File: config.mk
export PLATFORM = sky130hd
export DESIGN_NAME = fdt_structure_walker
export DESIGN_NICKNAME = d
export VERILOG_FILES = /design/src/fdtw_pkg.sv /design/src/fdtw_name_scan.sv /design/src/fdtw_core.sv /design/src/fdtw_out_buf.sv /design/src/fdt_structure_walker.sv
export SDC_FILE = /design/constraint.sdc
export NUM_CORES = 1
export LEC_CHECK = 0
export BUFFER_PORTS_ARGS = -buffer_cell sky130_fd_sc_hd__buf_2
export CORE_AREA = 2 2 205 207
export CTS_CLUSTER_DIAMETER = 120
export CTS_CLUSTER_SIZE = 8
export DETAILED_ROUTE_END_ITERATION = 10
export DIE_AREA = 0 0 207 209
export PLACE_DENSITY_LB_ADDON = 0.2
export SLEW_MARGIN = 40
export SYNTH_ARGS = -nofsm -noshare
export SYNTH_HDL_FRONTEND = slang
export SYNTH_SLANG_ARGS = --single-unit
File: constraint.sdc
create_clock -name clk -period 22.7 [get_ports clk]
set_input_delay 1.135 -clock clk [delete_from_list [all_inputs] [get_ports clk]]
set_output_delay 1.135 -clock clk [all_outputs]
set_load 0.03 [all_outputs]
File: src/fdtw_pkg.sv
// Shared constants, types and helpers for the device-tree structure walker.
package fdtw_pkg;

  localparam int MAX_NAME_CHARS = 8;
  localparam int INDEX_BITS     = 24;
  localparam int DEPTH_BITS     = 8;
  localparam int POS_BITS       = 4;
  localparam int TLEN_BITS      = 4;
  localparam int SKIP_BITS      = 31;
  localparam int NAME_BITS      = 8 * MAX_NAME_CHARS;
  localparam int CHAR_SEL_BITS  = (MAX_NAME_CHARS > 1) ? $clog2(MAX_NAME_CHARS) : 1;

  localparam logic [INDEX_BITS-1:0] INDEX_MAX = '1;
  localparam logic [DEPTH_BITS-1:0] DEPTH_MAX = '1;
  localparam logic [POS_BITS-1:0]   POS_MAX   = '1;
  localparam logic [TLEN_BITS-1:0]  TLEN_MAX  = TLEN_BITS'(MAX_NAME_CHARS);

  // Structure block tokens
  localparam logic [31:0] TOK_BEGIN_NODE = 32'd1;
  localparam logic [31:0] TOK_END_NODE   = 32'd2;
  localparam logic [31:0] TOK_PROP       = 32'd3;
  localparam logic [31:0] TOK_END        = 32'd9;

  localparam logic [7:0] CHAR_NUL = 8'h00;
  localparam logic [7:0] CHAR_AT  = 8'h40;

  // Event kinds
  localparam logic [1:0] EV_BEGIN_NODE = 2'd0;
  localparam logic [1:0] EV_END_NODE   = 2'd1;
  localparam logic [1:0] EV_PROP       = 2'd2;
  localparam logic [1:0] EV_END        = 2'd3;

  // Configuration register indexes
  localparam logic CFG_TARGET_NAME   = 1'b0;
  localparam logic CFG_TARGET_LENGTH = 1'b1;

  typedef struct packed {
    logic [1:0]            event_kind;
    logic [INDEX_BITS-1:0] tok_index;
    logic [DEPTH_BITS-1:0] nesting_depth;
    logic [31:0]           value_length;
    logic [31:0]           string_offset;
    logic                  matched;
    logic                  walk_done;
  } event_t;

  typedef struct packed {
    logic                ended;
    logic [POS_BITS-1:0] position;
    logic                equal;
  } name_scan_t;

  // Target character p, first character in the top byte
  function automatic logic [7:0] target_char(input logic [NAME_BITS-1:0] name,
                                             input logic [CHAR_SEL_BITS-1:0] p);
    return name[NAME_BITS - 8 - 8 * p +: 8];
  endfunction

endpackage

File: src/fdtw_name_scan.sv
// Four-byte node-name scan: zero-byte search and target compare for one word.
module fdtw_name_scan
  import fdtw_pkg::*;
(
  input  logic [31:0]           word,
  input  logic [POS_BITS-1:0]   position,
  input  logic                  equal,
  input  logic [NAME_BITS-1:0]  tgt_name,
  input  logic [TLEN_BITS-1:0]  tgt_len,
  output name_scan_t            scan
);

  always_comb begin
    logic [7:0]          c;
    logic [POS_BITS-1:0] p;
    logic                eq;
    logic                ended;
    p     = position;
    eq    = equal;
    ended = 1'b0;
    for (int b = 0; b < 4; b++) begin
      c = word[31 - 8 * b -: 8];
      if (!ended) begin
        if (c == CHAR_NUL) begin
          ended = 1'b1;
        end else begin
          if (tgt_len != '0) begin
            if (TLEN_BITS'(p) < tgt_len) begin
              if (c != target_char(tgt_name, p[CHAR_SEL_BITS-1:0])) eq = 1'b0;
            end else if (TLEN_BITS'(p) == tgt_len) begin
              if (c != CHAR_AT) eq = 1'b0;
            end
          end
          p = (p != POS_MAX) ? p + 1'b1 : POS_MAX;
        end
      end
    end
    scan.ended    = ended;
    scan.position = p;
    scan.equal    = eq;
  end

endmodule

File: src/fdtw_core.sv
// Token decoder and walk state: one structure word per beat, at most one event out.
module fdtw_core
  import fdtw_pkg::*;
(
  input  logic        clk,
  input  logic        rst,
  input  logic        cfg_we,
  input  logic        cfg_index,
  input  logic [63:0] cfg_data,
  input  logic        take,
  input  logic [31:0] word,
  input  logic        first,
  output logic        ev_valid,
  output event_t      ev
);

  typedef enum logic [2:0] {PH_TOKEN, PH_NAME, PH_LEN, PH_OFF, PH_SKIP} phase_t;

  logic [NAME_BITS-1:0]  tgt_name;
  logic [TLEN_BITS-1:0]  target_length;
  logic [TLEN_BITS-1:0]  tlen;

  phase_t                phase, phase_next, c_phase;
  logic [DEPTH_BITS-1:0] depth_count, depth_next, c_depth;
  logic [INDEX_BITS-1:0] word_index, index_next, c_index;
  logic [INDEX_BITS-1:0] token_start, tstart_next, c_tstart;
  logic [SKIP_BITS-1:0]  words_to_skip, skip_next, c_skip;
  logic [31:0]           held_length, length_next, c_length;
  logic [31:0]           held_offset, offset_next, c_offset;
  logic [POS_BITS-1:0]   name_position, pos_next, c_pos;
  logic                  name_equal, equal_next, c_equal;
  logic                  finished, finished_next, c_finished;
  logic [32:0]           len_round;
  logic                  emit;
  event_t                ev_next;
  name_scan_t            scan;

  assign tlen = (target_length > TLEN_MAX) ? TLEN_MAX : target_length;

  // A first-marked word starts from the cleared walk state
  always_comb begin
    c_phase    = first ? PH_TOKEN  : phase;
    c_depth    = first ? '0        : depth_count;
    c_index    = first ? '0        : word_index;
    c_tstart   = first ? '0        : token_start;
    c_skip     = first ? '0        : words_to_skip;
    c_length   = first ? '0        : held_length;
    c_offset   = first ? '0        : held_offset;
    c_pos      = first ? '0        : name_position;
    c_equal    = first ? 1'b1      : name_equal;
    c_finished = first ? 1'b0      : finished;
  end

  fdtw_name_scan u_name_scan (
    .word     (word),
    .position (c_pos),
    .equal    (c_equal),
    .tgt_name (tgt_name),
    .tgt_len  (tlen),
    .scan     (scan)
  );

  assign len_round = {1'b0, c_length} + 33'd3;

  always_comb begin
    phase_next    = c_phase;
    depth_next    = c_depth;
    index_next    = (c_index != INDEX_MAX) ? c_index + 1'b1 : INDEX_MAX;
    tstart_next   = c_tstart;
    skip_next     = c_skip;
    length_next   = c_length;
    offset_next   = c_offset;
    pos_next      = c_pos;
    equal_next    = c_equal;
    finished_next = c_finished;
    emit          = 1'b0;
    ev_next       = '0;

    if (!c_finished) begin
      unique case (c_phase)
        PH_TOKEN: begin
          tstart_next = c_index;
          if (word == TOK_BEGIN_NODE) begin
            pos_next   = '0;
            equal_next = 1'b1;
            phase_next = PH_NAME;
          end else if (word == TOK_END_NODE) begin
            if (c_depth != '0) depth_next = c_depth - 1'b1;
            finished_next      = (depth_next == '0);
            emit               = 1'b1;
            ev_next.event_kind = EV_END_NODE;
            ev_next.walk_done  = (depth_next == '0);
          end else if (word == TOK_PROP) begin
            phase_next = PH_LEN;
          end else if (word == TOK_END) begin
            finished_next      = 1'b1;
            emit               = 1'b1;
            ev_next.event_kind = EV_END;
            ev_next.walk_done  = 1'b1;
          end
        end
        PH_NAME: begin
          pos_next   = scan.position;
          equal_next = scan.equal;
          if (scan.ended) begin
            if (c_depth != DEPTH_MAX) depth_next = c_depth + 1'b1;
            phase_next         = PH_TOKEN;
            emit               = 1'b1;
            ev_next.event_kind = EV_BEGIN_NODE;
            if (tlen == '0)
              ev_next.matched = (depth_next == DEPTH_BITS'(1)) && (scan.position == '0);
            else
              ev_next.matched = (depth_next == DEPTH_BITS'(2)) && scan.equal &&
                                (TLEN_BITS'(scan.position) >= tlen);
          end
        end
        PH_LEN: begin
          length_next = word;
          phase_next  = PH_OFF;
        end
        PH_OFF: begin
          offset_next           = word;
          skip_next             = len_round[32:2];
          phase_next            = (len_round[32:2] != '0) ? PH_SKIP : PH_TOKEN;
          emit                  = 1'b1;
          ev_next.event_kind    = EV_PROP;
          ev_next.value_length  = c_length;
          ev_next.string_offset = word;
        end
        PH_SKIP: begin
          if (c_skip != '0) skip_next = c_skip - 1'b1;
          if (skip_next == '0) phase_next = PH_TOKEN;
        end
        default: phase_next = PH_TOKEN;
      endcase
    end
    ev_next.tok_index     = tstart_next;
    ev_next.nesting_depth = depth_next;
  end

  assign ev_valid = take & emit;
  assign ev       = ev_next;

  always_ff @(posedge clk) begin
    if (rst) begin
      tgt_name      <= '0;
      target_length <= '0;
    end else if (cfg_we) begin
      unique case (cfg_index)
        CFG_TARGET_NAME:   tgt_name      <= cfg_data[NAME_BITS-1:0];
        CFG_TARGET_LENGTH: target_length <= cfg_data[TLEN_BITS-1:0];
        default: ;
      endcase
    end
  end

  always_ff @(posedge clk) begin
    if (rst) begin
      phase         <= PH_TOKEN;
      depth_count   <= '0;
      word_index    <= '0;
      token_start   <= '0;
      words_to_skip <= '0;
      held_length   <= '0;
      held_offset   <= '0;
      name_position <= '0;
      name_equal    <= 1'b1;
      finished      <= 1'b0;
    end else if (take) begin
      phase         <= phase_next;
      depth_count   <= depth_next;
      word_index    <= index_next;
      token_start   <= tstart_next;
      words_to_skip <= skip_next;
      held_length   <= length_next;
      held_offset   <= offset_next;
      name_position <= pos_next;
      name_equal    <= equal_next;
      finished      <= finished_next;
    end
  end

endmodule

File: src/fdtw_out_buf.sv
// Two-entry event buffer: output register plus skid entry.
module fdtw_out_buf
  import fdtw_pkg::*;
(
  input  logic   clk,
  input  logic   rst,
  input  logic   push,
  input  event_t push_data,
  output logic   ready,
  output logic   out_valid,
  output event_t out_data,
  input  logic   out_ready
);

  logic   skid_valid;
  event_t skid_data;

  assign ready = !skid_valid;

  always_ff @(posedge clk) begin
    if (rst) begin
      out_valid  <= 1'b0;
      skid_valid <= 1'b0;
    end else if (out_ready || !out_valid) begin
      // Drain the skid entry first; a push only arrives with the skid empty
      out_valid  <= skid_valid || push;
      skid_valid <= 1'b0;
    end else if (push) begin
      skid_valid <= 1'b1;
    end
  end

  always_ff @(posedge clk) begin
    if (out_ready || !out_valid) begin
      out_data <= skid_valid ? skid_data : push_data;
    end else if (push) begin
      skid_data <= push_data;
    end
  end

endmodule

File: src/fdt_structure_walker.sv
// Flattened device-tree structure walker: one structure word per beat in, token events out.
//
// Feed the structure block one big-endian 32-bit word per slave beat, with
// s_tuser set on the first word of a walk to clear depth, word index and
// phase. The walker decodes BEGIN_NODE, END_NODE, PROP, NOP and END, skips
// node names up to their zero byte plus padding, skips property values, and
// issues one event per BEGIN_NODE, END_NODE, PROP and END token. A begin-node
// event carries matched when its name at depth 2 equals the target (followed
// by NUL or '@'), or, with a zero target length, when it is the empty-named
// root at depth 1. Unknown tokens count as NOP. After END, or an END_NODE that
// leaves the depth at zero, words are absorbed silently until the next first
// word. Rate: one word per clock while s_tready is high; the word beat that
// completes an event registers it into the output buffer. The whole decode
// for a word is a single register-to-register step, and a two-entry output
// buffer lets a word be taken while an earlier event waits. s_tready drops
// only while the skid entry is occupied, which happens when a word completes
// an event while the master side holds off an earlier one; it rises again the
// cycle after the master side takes a beat. Write the target registers only
// while no walk is in flight.
module fdt_structure_walker
  import fdtw_pkg::*;
(
  input  logic        clk,
  input  logic        rst,
  // Configuration write port
  input  logic        cfg_we,
  input  logic        cfg_index,
  input  logic [63:0] cfg_data,
  // Structure words in
  input  logic        s_tvalid,
  output logic        s_tready,
  input  logic [31:0] s_tdata,   // [31:0] word
  input  logic        s_tuser,   // [0] first
  // Token events out
  output logic        m_tvalid,
  input  logic        m_tready,
  output logic [95:0] m_tdata,   // [23:0] tok_index, [31:24] nesting_depth,
                                 // [63:32] value_length, [95:64] string_offset
  output logic [2:0]  m_tuser,   // [1:0] event_kind, [2] matched
  output logic        m_tlast    // walk_done
);

  logic   take;
  logic   ev_valid;
  event_t ev;
  event_t out_ev;

  // Take a word whenever one is offered and the skid entry is free
  assign take = s_tvalid & s_tready;

  fdtw_core u_core (
    .clk       (clk),
    .rst       (rst),
    .cfg_we    (cfg_we),
    .cfg_index (cfg_index),
    .cfg_data  (cfg_data),
    .take      (take),
    .word      (s_tdata),
    .first     (s_tuser),
    .ev_valid  (ev_valid),
    .ev        (ev)
  );

  fdtw_out_buf u_out_buf (
    .clk       (clk),
    .rst       (rst),
    .push      (ev_valid),
    .push_data (ev),
    .ready     (s_tready),
    .out_valid (m_tvalid),
    .out_data  (out_ev),
    .out_ready (m_tready)
  );

  // Pack the event beat
  assign m_tdata = {out_ev.string_offset, out_ev.value_length,
                    out_ev.nesting_depth, out_ev.tok_index};
  assign m_tuser = {out_ev.matched, out_ev.event_kind};
  assign m_tlast = out_ev.walk_done;

endmodule

# Yosys cells after proc, flatten, opt, wreduce, memory -nomap -nowiden
# Cells that the tools add are included.
[totals] register_bits=398 latchBits=0 mem_bits_rw=0 romBits=0 inputBits=103 output_inout_bits=102 elab_cells=222 memories=0
[op_classes] add_sub_neg=13 mul=0 div=0 magnitude_cmp=6 n_eq_ne=28 shifts=4 n_mux=116 n_bitwise=4 n_reduce_logical=24
[op_table] operator="indexed part select 64 x 33 -> 8 bit" count=4
[op_table] operator="two-way mux 31 bit" count=5
[op_table] operator="two-way mux 24 bit" count=5
[op_table] operator="two-way mux 8 bit" count=14
[op_table] operator="two-way mux 100 bit" count=1
[op_table] operator="two-way mux 32 bit" count=3
[op_table] operator="two-way mux 66 bit" count=1
[op_table] operator="equality test 32 x 2 -> 1 bit (second input constant)" count=2
[op_table] operator="two-way mux 64 bit" count=1
[op_table] operator="case mux 31 bit (2 select lines)" count=1
[op_table] operator="nonzero test 31 bit" count=2
[op_table] operator="two-way mux 4 bit" count=15
[op_table] operator="two-way mux 1 bit" count=51
[op_table] operator="zero test 8 bit" count=5
[op_table] operator="adder 32 x 2 -> 33 bit (second input constant)" count=1
[op_table] operator="equality test 32 x 1 -> 1 bit (second input constant)" count=1
[op_table] operator="equality test 32 x 4 -> 1 bit (second input constant)" count=1
[op_table] operator="inequality test 8 x 7 -> 1 bit (second input constant)" count=4
[op_table] operator="inequality test 8 bit" count=4
[op_table] operator="zero test 31 bit" count=1
[op_table] operator="subtractor 31 x 1 -> 31 bit (second input constant)" count=1
[op_table] operator="subtractor 6 x 6 -> 7 bit (first input constant)" count=4
[op_table] operator="adder 24 x 1 -> 24 bit (second input constant)" count=1
[op_table] operator="two-way mux 3 bit" count=8
[op_table] operator="33 further kinds" count=59

# Longest topological paths before layout
[logic_depth] depth_word=33 mapped_depth=34 ltp_nobuf=29

# Modules after synthesis
# From an unflattened synthesis, not the netlist that was laid out.
[unflattened] hier_cells=2523 area_unflattened_um2=23510.0
[modules_own_cells] module="fdtw_core" n_inst=1 cells_per_inst=1681 area_per_inst_um2=12055.3 seq_area_each_um2=3923.8
[modules_own_cells] module="fdtw_out_buf" n_inst=1 cells_per_inst=320 area_per_inst_um2=7608.5 seq_area_each_um2=6045.8
[modules_own_cells] module="fdtw_name_scan" n_inst=1 cells_per_inst=521 area_per_inst_um2=3839.9 seq_area_each_um2=0.0
[modules_own_cells] module="fdt_structure_walker" n_inst=1 cells_per_inst=1 area_per_inst_um2=6.3 seq_area_each_um2=0.0

# Worst setup path before layout
# No wires, ideal clock.
[synth_path] kind="input-to-reg" start="in m_tready" end="reg u_out_buf.skid_data[0] in the netlist's numbering, enable pin" setup_ns=0.560 arrival_time_ns=7.983 t_required_ns=22.140 path_slack_ns=14.157 cell_stages=2 n_path_buf=0 path_cell_list="nand2b_1 -> nor2_1"
[synth_via] elab_chain_len=3
[synth_lines] element="from (decl)" line="fdt_structure_walker.sv:36" source="input logic m_tready,"
[synth_lines] element="logical OR 1 bit" line="fdtw_out_buf.sv:34" source="if (out_ready || !out_valid) begin"
[synth_lines] element="inverter 1 bit (no line)"
[synth_lines] element="AND reduction 2 bit (no line)"
[synth_lines] element="to (signal assigned)" line="fdtw_out_buf.sv:37" source="skid_data <= push_data;"
[synth_lines] element="to (decl)" line="fdtw_out_buf.sv:16" source="event_t skid_data;"
# Every way passes these cells.
# A chain may end at the register's enable or synchronous reset.

# Worst setup path after layout
[layout_path] start="in s_tuser" end="reg u_out_buf.out_data[1] in the netlist's numbering (data pin)"
[layout_via] elab_chain_len=33 word_cells_on_any_way=90 cone_classes="9 x add/sub; 5 x order compare; 16 x eq/ne; 4 x shift; 52 x mux; 4 x reduce/logical"
[layout_lines] element="from (decl)" line="fdt_structure_walker.sv:33" source="input logic s_tuser,"
[layout_lines] element="branches (longest 31 deep; another with adder 4 x 1 -> 4 bit)"
[layout_lines] element="two-way mux 66 bit (*)" line="fdtw_core.sv:79" source="if (!c_finished) begin"
[layout_lines] element="two-way mux 100 bit (*)" line="fdtw_out_buf.sv:35" source="out_data <= skid_valid ? skid_data : push_data;"
[layout_lines] element="to (signal assigned)" line="fdtw_out_buf.sv:35"
[layout_lines] element="to (decl)" line="fdtw_out_buf.sv:11" source="output event_t out_data,"
# Mark *: on every way between the ends. The select of a mux whose other input is x is not followed.

==> out/results.ini <==
[clock_tree]
worstSkewPairLatency_ns = 0.61
cts_tree = done
cts_root_buf = clkbuf_16
htree_levels = 2
numCtsBuffers = 55
clockBufferDepth = 3
clock_sinks = 398
cts-hold-fix-buffers = 0
post_cts_resized = 0
clk_pin_slew_ns = 0.06
post_cts_buffers = 0

[setup_path]
slowest_delay_ns = 0.53
cp.required_ns = 23.03
critical_path.max_fanout = 45
start_kind = input pin
crit_slowest_cell = nand2b_1
timing.critical_path.mode_cell = ha_1
critical_path.endpoint_type = flop
critPathKind = in2reg
worstPathArrival_ns = 9.03

[global_routing]
antenna_found_initial = 2
grt_pass1_vias = 18800
grt_max_degree = 117
grt_pass1_wl_um = 112000
overflow = 0
track_usage_pct = 32.9

[route]
wl_per_cell_um = 23.3
drt-pass1-iter-count = 6
wl_um = 73000
drt_iter0_markers = 1941
antenna_left = 0
drcViolationCount = 0
vias = 19800
via_per_inst = 6.32

[die]
rows = 75
coreArea_mm2 = 0.0413
num_io_pins = 205
die_area_mm2 = 0.0433
start_util_pct = 54.1
die_w_um = 207
die_h_um = 209

[pwr]
power_density_mw_per_mm2 = 67.9
p_leak_nw = 9.47
ir_drop_mv = 0.0577

[placed_design]
hpwl_um = 51400
portBuffers = 204
gp_congestion = 1.02
post-place-ws_ns = 13.39

[synth]
yosys_warnings = 0
ys_seq_area_share_pct = 44.6
synth_ff_type = edfxtp_1
synth_fp_nets = 2558
yosysUniqueCellTypes = 93
synth_edf_count = 200
synthCells = 2431
syn_area_mm2 = 0.0223
synth_async_sr_flop_share_pct = 0
ys_ff_latch = 398
syn_area_per_cell_um2 = 9.19

[finish]
fillCellCount = 3562
antenna_cells = 0
area.growth.synth_to_final_pct = 13.1
drive_gt1_share_pct = 17.0
layout_common_cells = nand2_1 (342), nor2_1 (248), buf_2 (202), edfxtp_1 (200), dfxtp_1 (197)
fin_nets = 2674
finalCoreUtilization_pct = 61.2
final_common_cell = nand2_1

[timing]
finalWorstSetupSlack_ns = 14.00
holdWs_ns = 0.453
finalSetupTns_ns = 0
fin_crit_sh_pct = 38.3
slew_headroom_pct = 43.9
finClkSkew_ns = 0.0227
worstMarginPinSlew_ns = 0.829
setup_violations = 0
fmax_mhz = 115
finalMaxSlewViolations = 0
hold_violations = 0
period_needed_ns = 8.70
rsz0062_at_grt = no

[hold_path]
holdCritPathClass = reg2reg

[run]
cap_violations = 0

[outcome]
status = completed

==> path summary, 6_finish.rpt <==
path | from | endpoint | slack [ns] | depth (start not counted)
hold / removal | u_core.token_start[2] | u_core.token_start[2] | 0.45 | 2
setup / recovery | s_tuser | u_out_buf.out_data[1] | 14.00 | 28
setup reg to reg | u_core.name_position[0] | u_out_buf.out_data[1] | 14.56 | 27
hold reg to reg | u_core.token_start[2] | u_core.token_start[2] | 0.45 | 2
==> kinds of logic (layout without fill, tap and decap cells) <==
kind of cell,count (synthesis),in the layout,share of synthesized area [%]
muxes,200,200,10.5
DFF,398,398,44.6
and+or+nand+nor,965,965,20.4
xor gates and xnor gates,82,82,3.21
buffers and inverters,209,368,3.83
AOI/OAI and AO/OA,553,553,16.1
adders and majority gates,24,24,1.34
==> Yosys cell counts (15+ instances only) <==
master / instances / share of area, %
xnor2_1: 39 / 1.5
inv_1: 29 / 0.49
a22oi_1: 75 / 2.5
o31ai_1: 35 / 1.2
a31oi_1: 16 / 0.45
o22ai_1: 37 / 1.0
a21oi_1: 189 / 4.2
nand2_1: 342 / 5.7
nor3_1: 70 / 1.6
buf_1: 15 / 0.25
or3_1: 17 / 0.48
edfxtp_1: 200 / 27
mux2_2: 85 / 4.3
nand4_1: 20 / 0.56
ha_1: 24 / 1.3
and2_1: 73 / 2.0
nand2b_1: 21 / 0.59
o21ai_0: 68 / 1.5
nand3_1: 51 / 1.1
mux4_2: 17 / 1.7
nor2b_1: 25 / 0.70
xor2_1: 43 / 1.7
clkbuf_1: 136 / 2.3
a211oi_1: 19 / 0.64
nor2_1: 252 / 4.2
and3_1: 21 / 0.59
mux2i_1: 96 / 4.3
dfxtp_1: 198 / 18
nor4_1: 16 / 0.45
==> cell type report <==
type / instances / area [um^2] / area share, %
timing repair buffer: 232 / 1270 / 5.02
clock buffer: 98 / 1570 / 6.21
inverter: 36 / 135 / 0.535
tap: 539 / 674 / 2.67
multi-input combinational: 1824 / 11600 / 45.9
sequential: 398 / 9970 / 39.5
clock inverter: 2 / 50.0 / 0.198
==> sequential cells by signal, indices dropped and copies added (netlist names) <==
name	count
u_core.words_to_skip	31
u_core.name_equal	1
u_core.phase	3
u_out_buf.skid_valid	1
u_core.target_length	4
u_core.held_length	32
u_out_buf.out_data	100
u_out_buf.skid_data	100
u_core.word_index	24
u_core.finished	1
u_out_buf.out_valid	1
u_core.depth_count	8
u_core.tgt_name	64
u_core.token_start	24
u_core.name_position	4
==> layer usage <==
metal | vias to the layer above | share of wire (%) | GRT usage, %
met5 | - | 0 | 0
met4 | 0 | 4.7 | 14.8
met3 | 180 | 6.8 | 4.36
met2 | 901 | 46 | 52.7
met1 | 9569 | 42 | 44.6
li1 | 9125 | - | -
==> metrics by stage <==
step | cell area [um^2] | cells | power, mW
floorplan | 22300 | 2431 | 0.895
global placement | 23600 | 3027 | 0.952
detailed placement | 23600 | 3027 | 0.954
CTS | 25200 | 3127 | 1.72
global route | 25300 | 3129 | 1.77
finish | 25300 | 3129 | 1.72
==> critical path: cells and delay by family <==
kind | cells | cell delay [ns]
adders and majority gates | 4 | 1.39
and+or+nand+nor | 9 | 1.89
buffers and inverters | 6 | 1.81
AOI/OAI and AO/OA | 9 | 2.75
==> power by group <==
| part | internal (mW) | switching, mW |
|---|---|---|
| sequential | 0.761 | 0.0197 |
| clock | 0.463 | 0.308 |
| combinational | 0.0583 | 0.105 |
| total | 1.28 | 0.433 |
(Power assumes the default switching activity.)
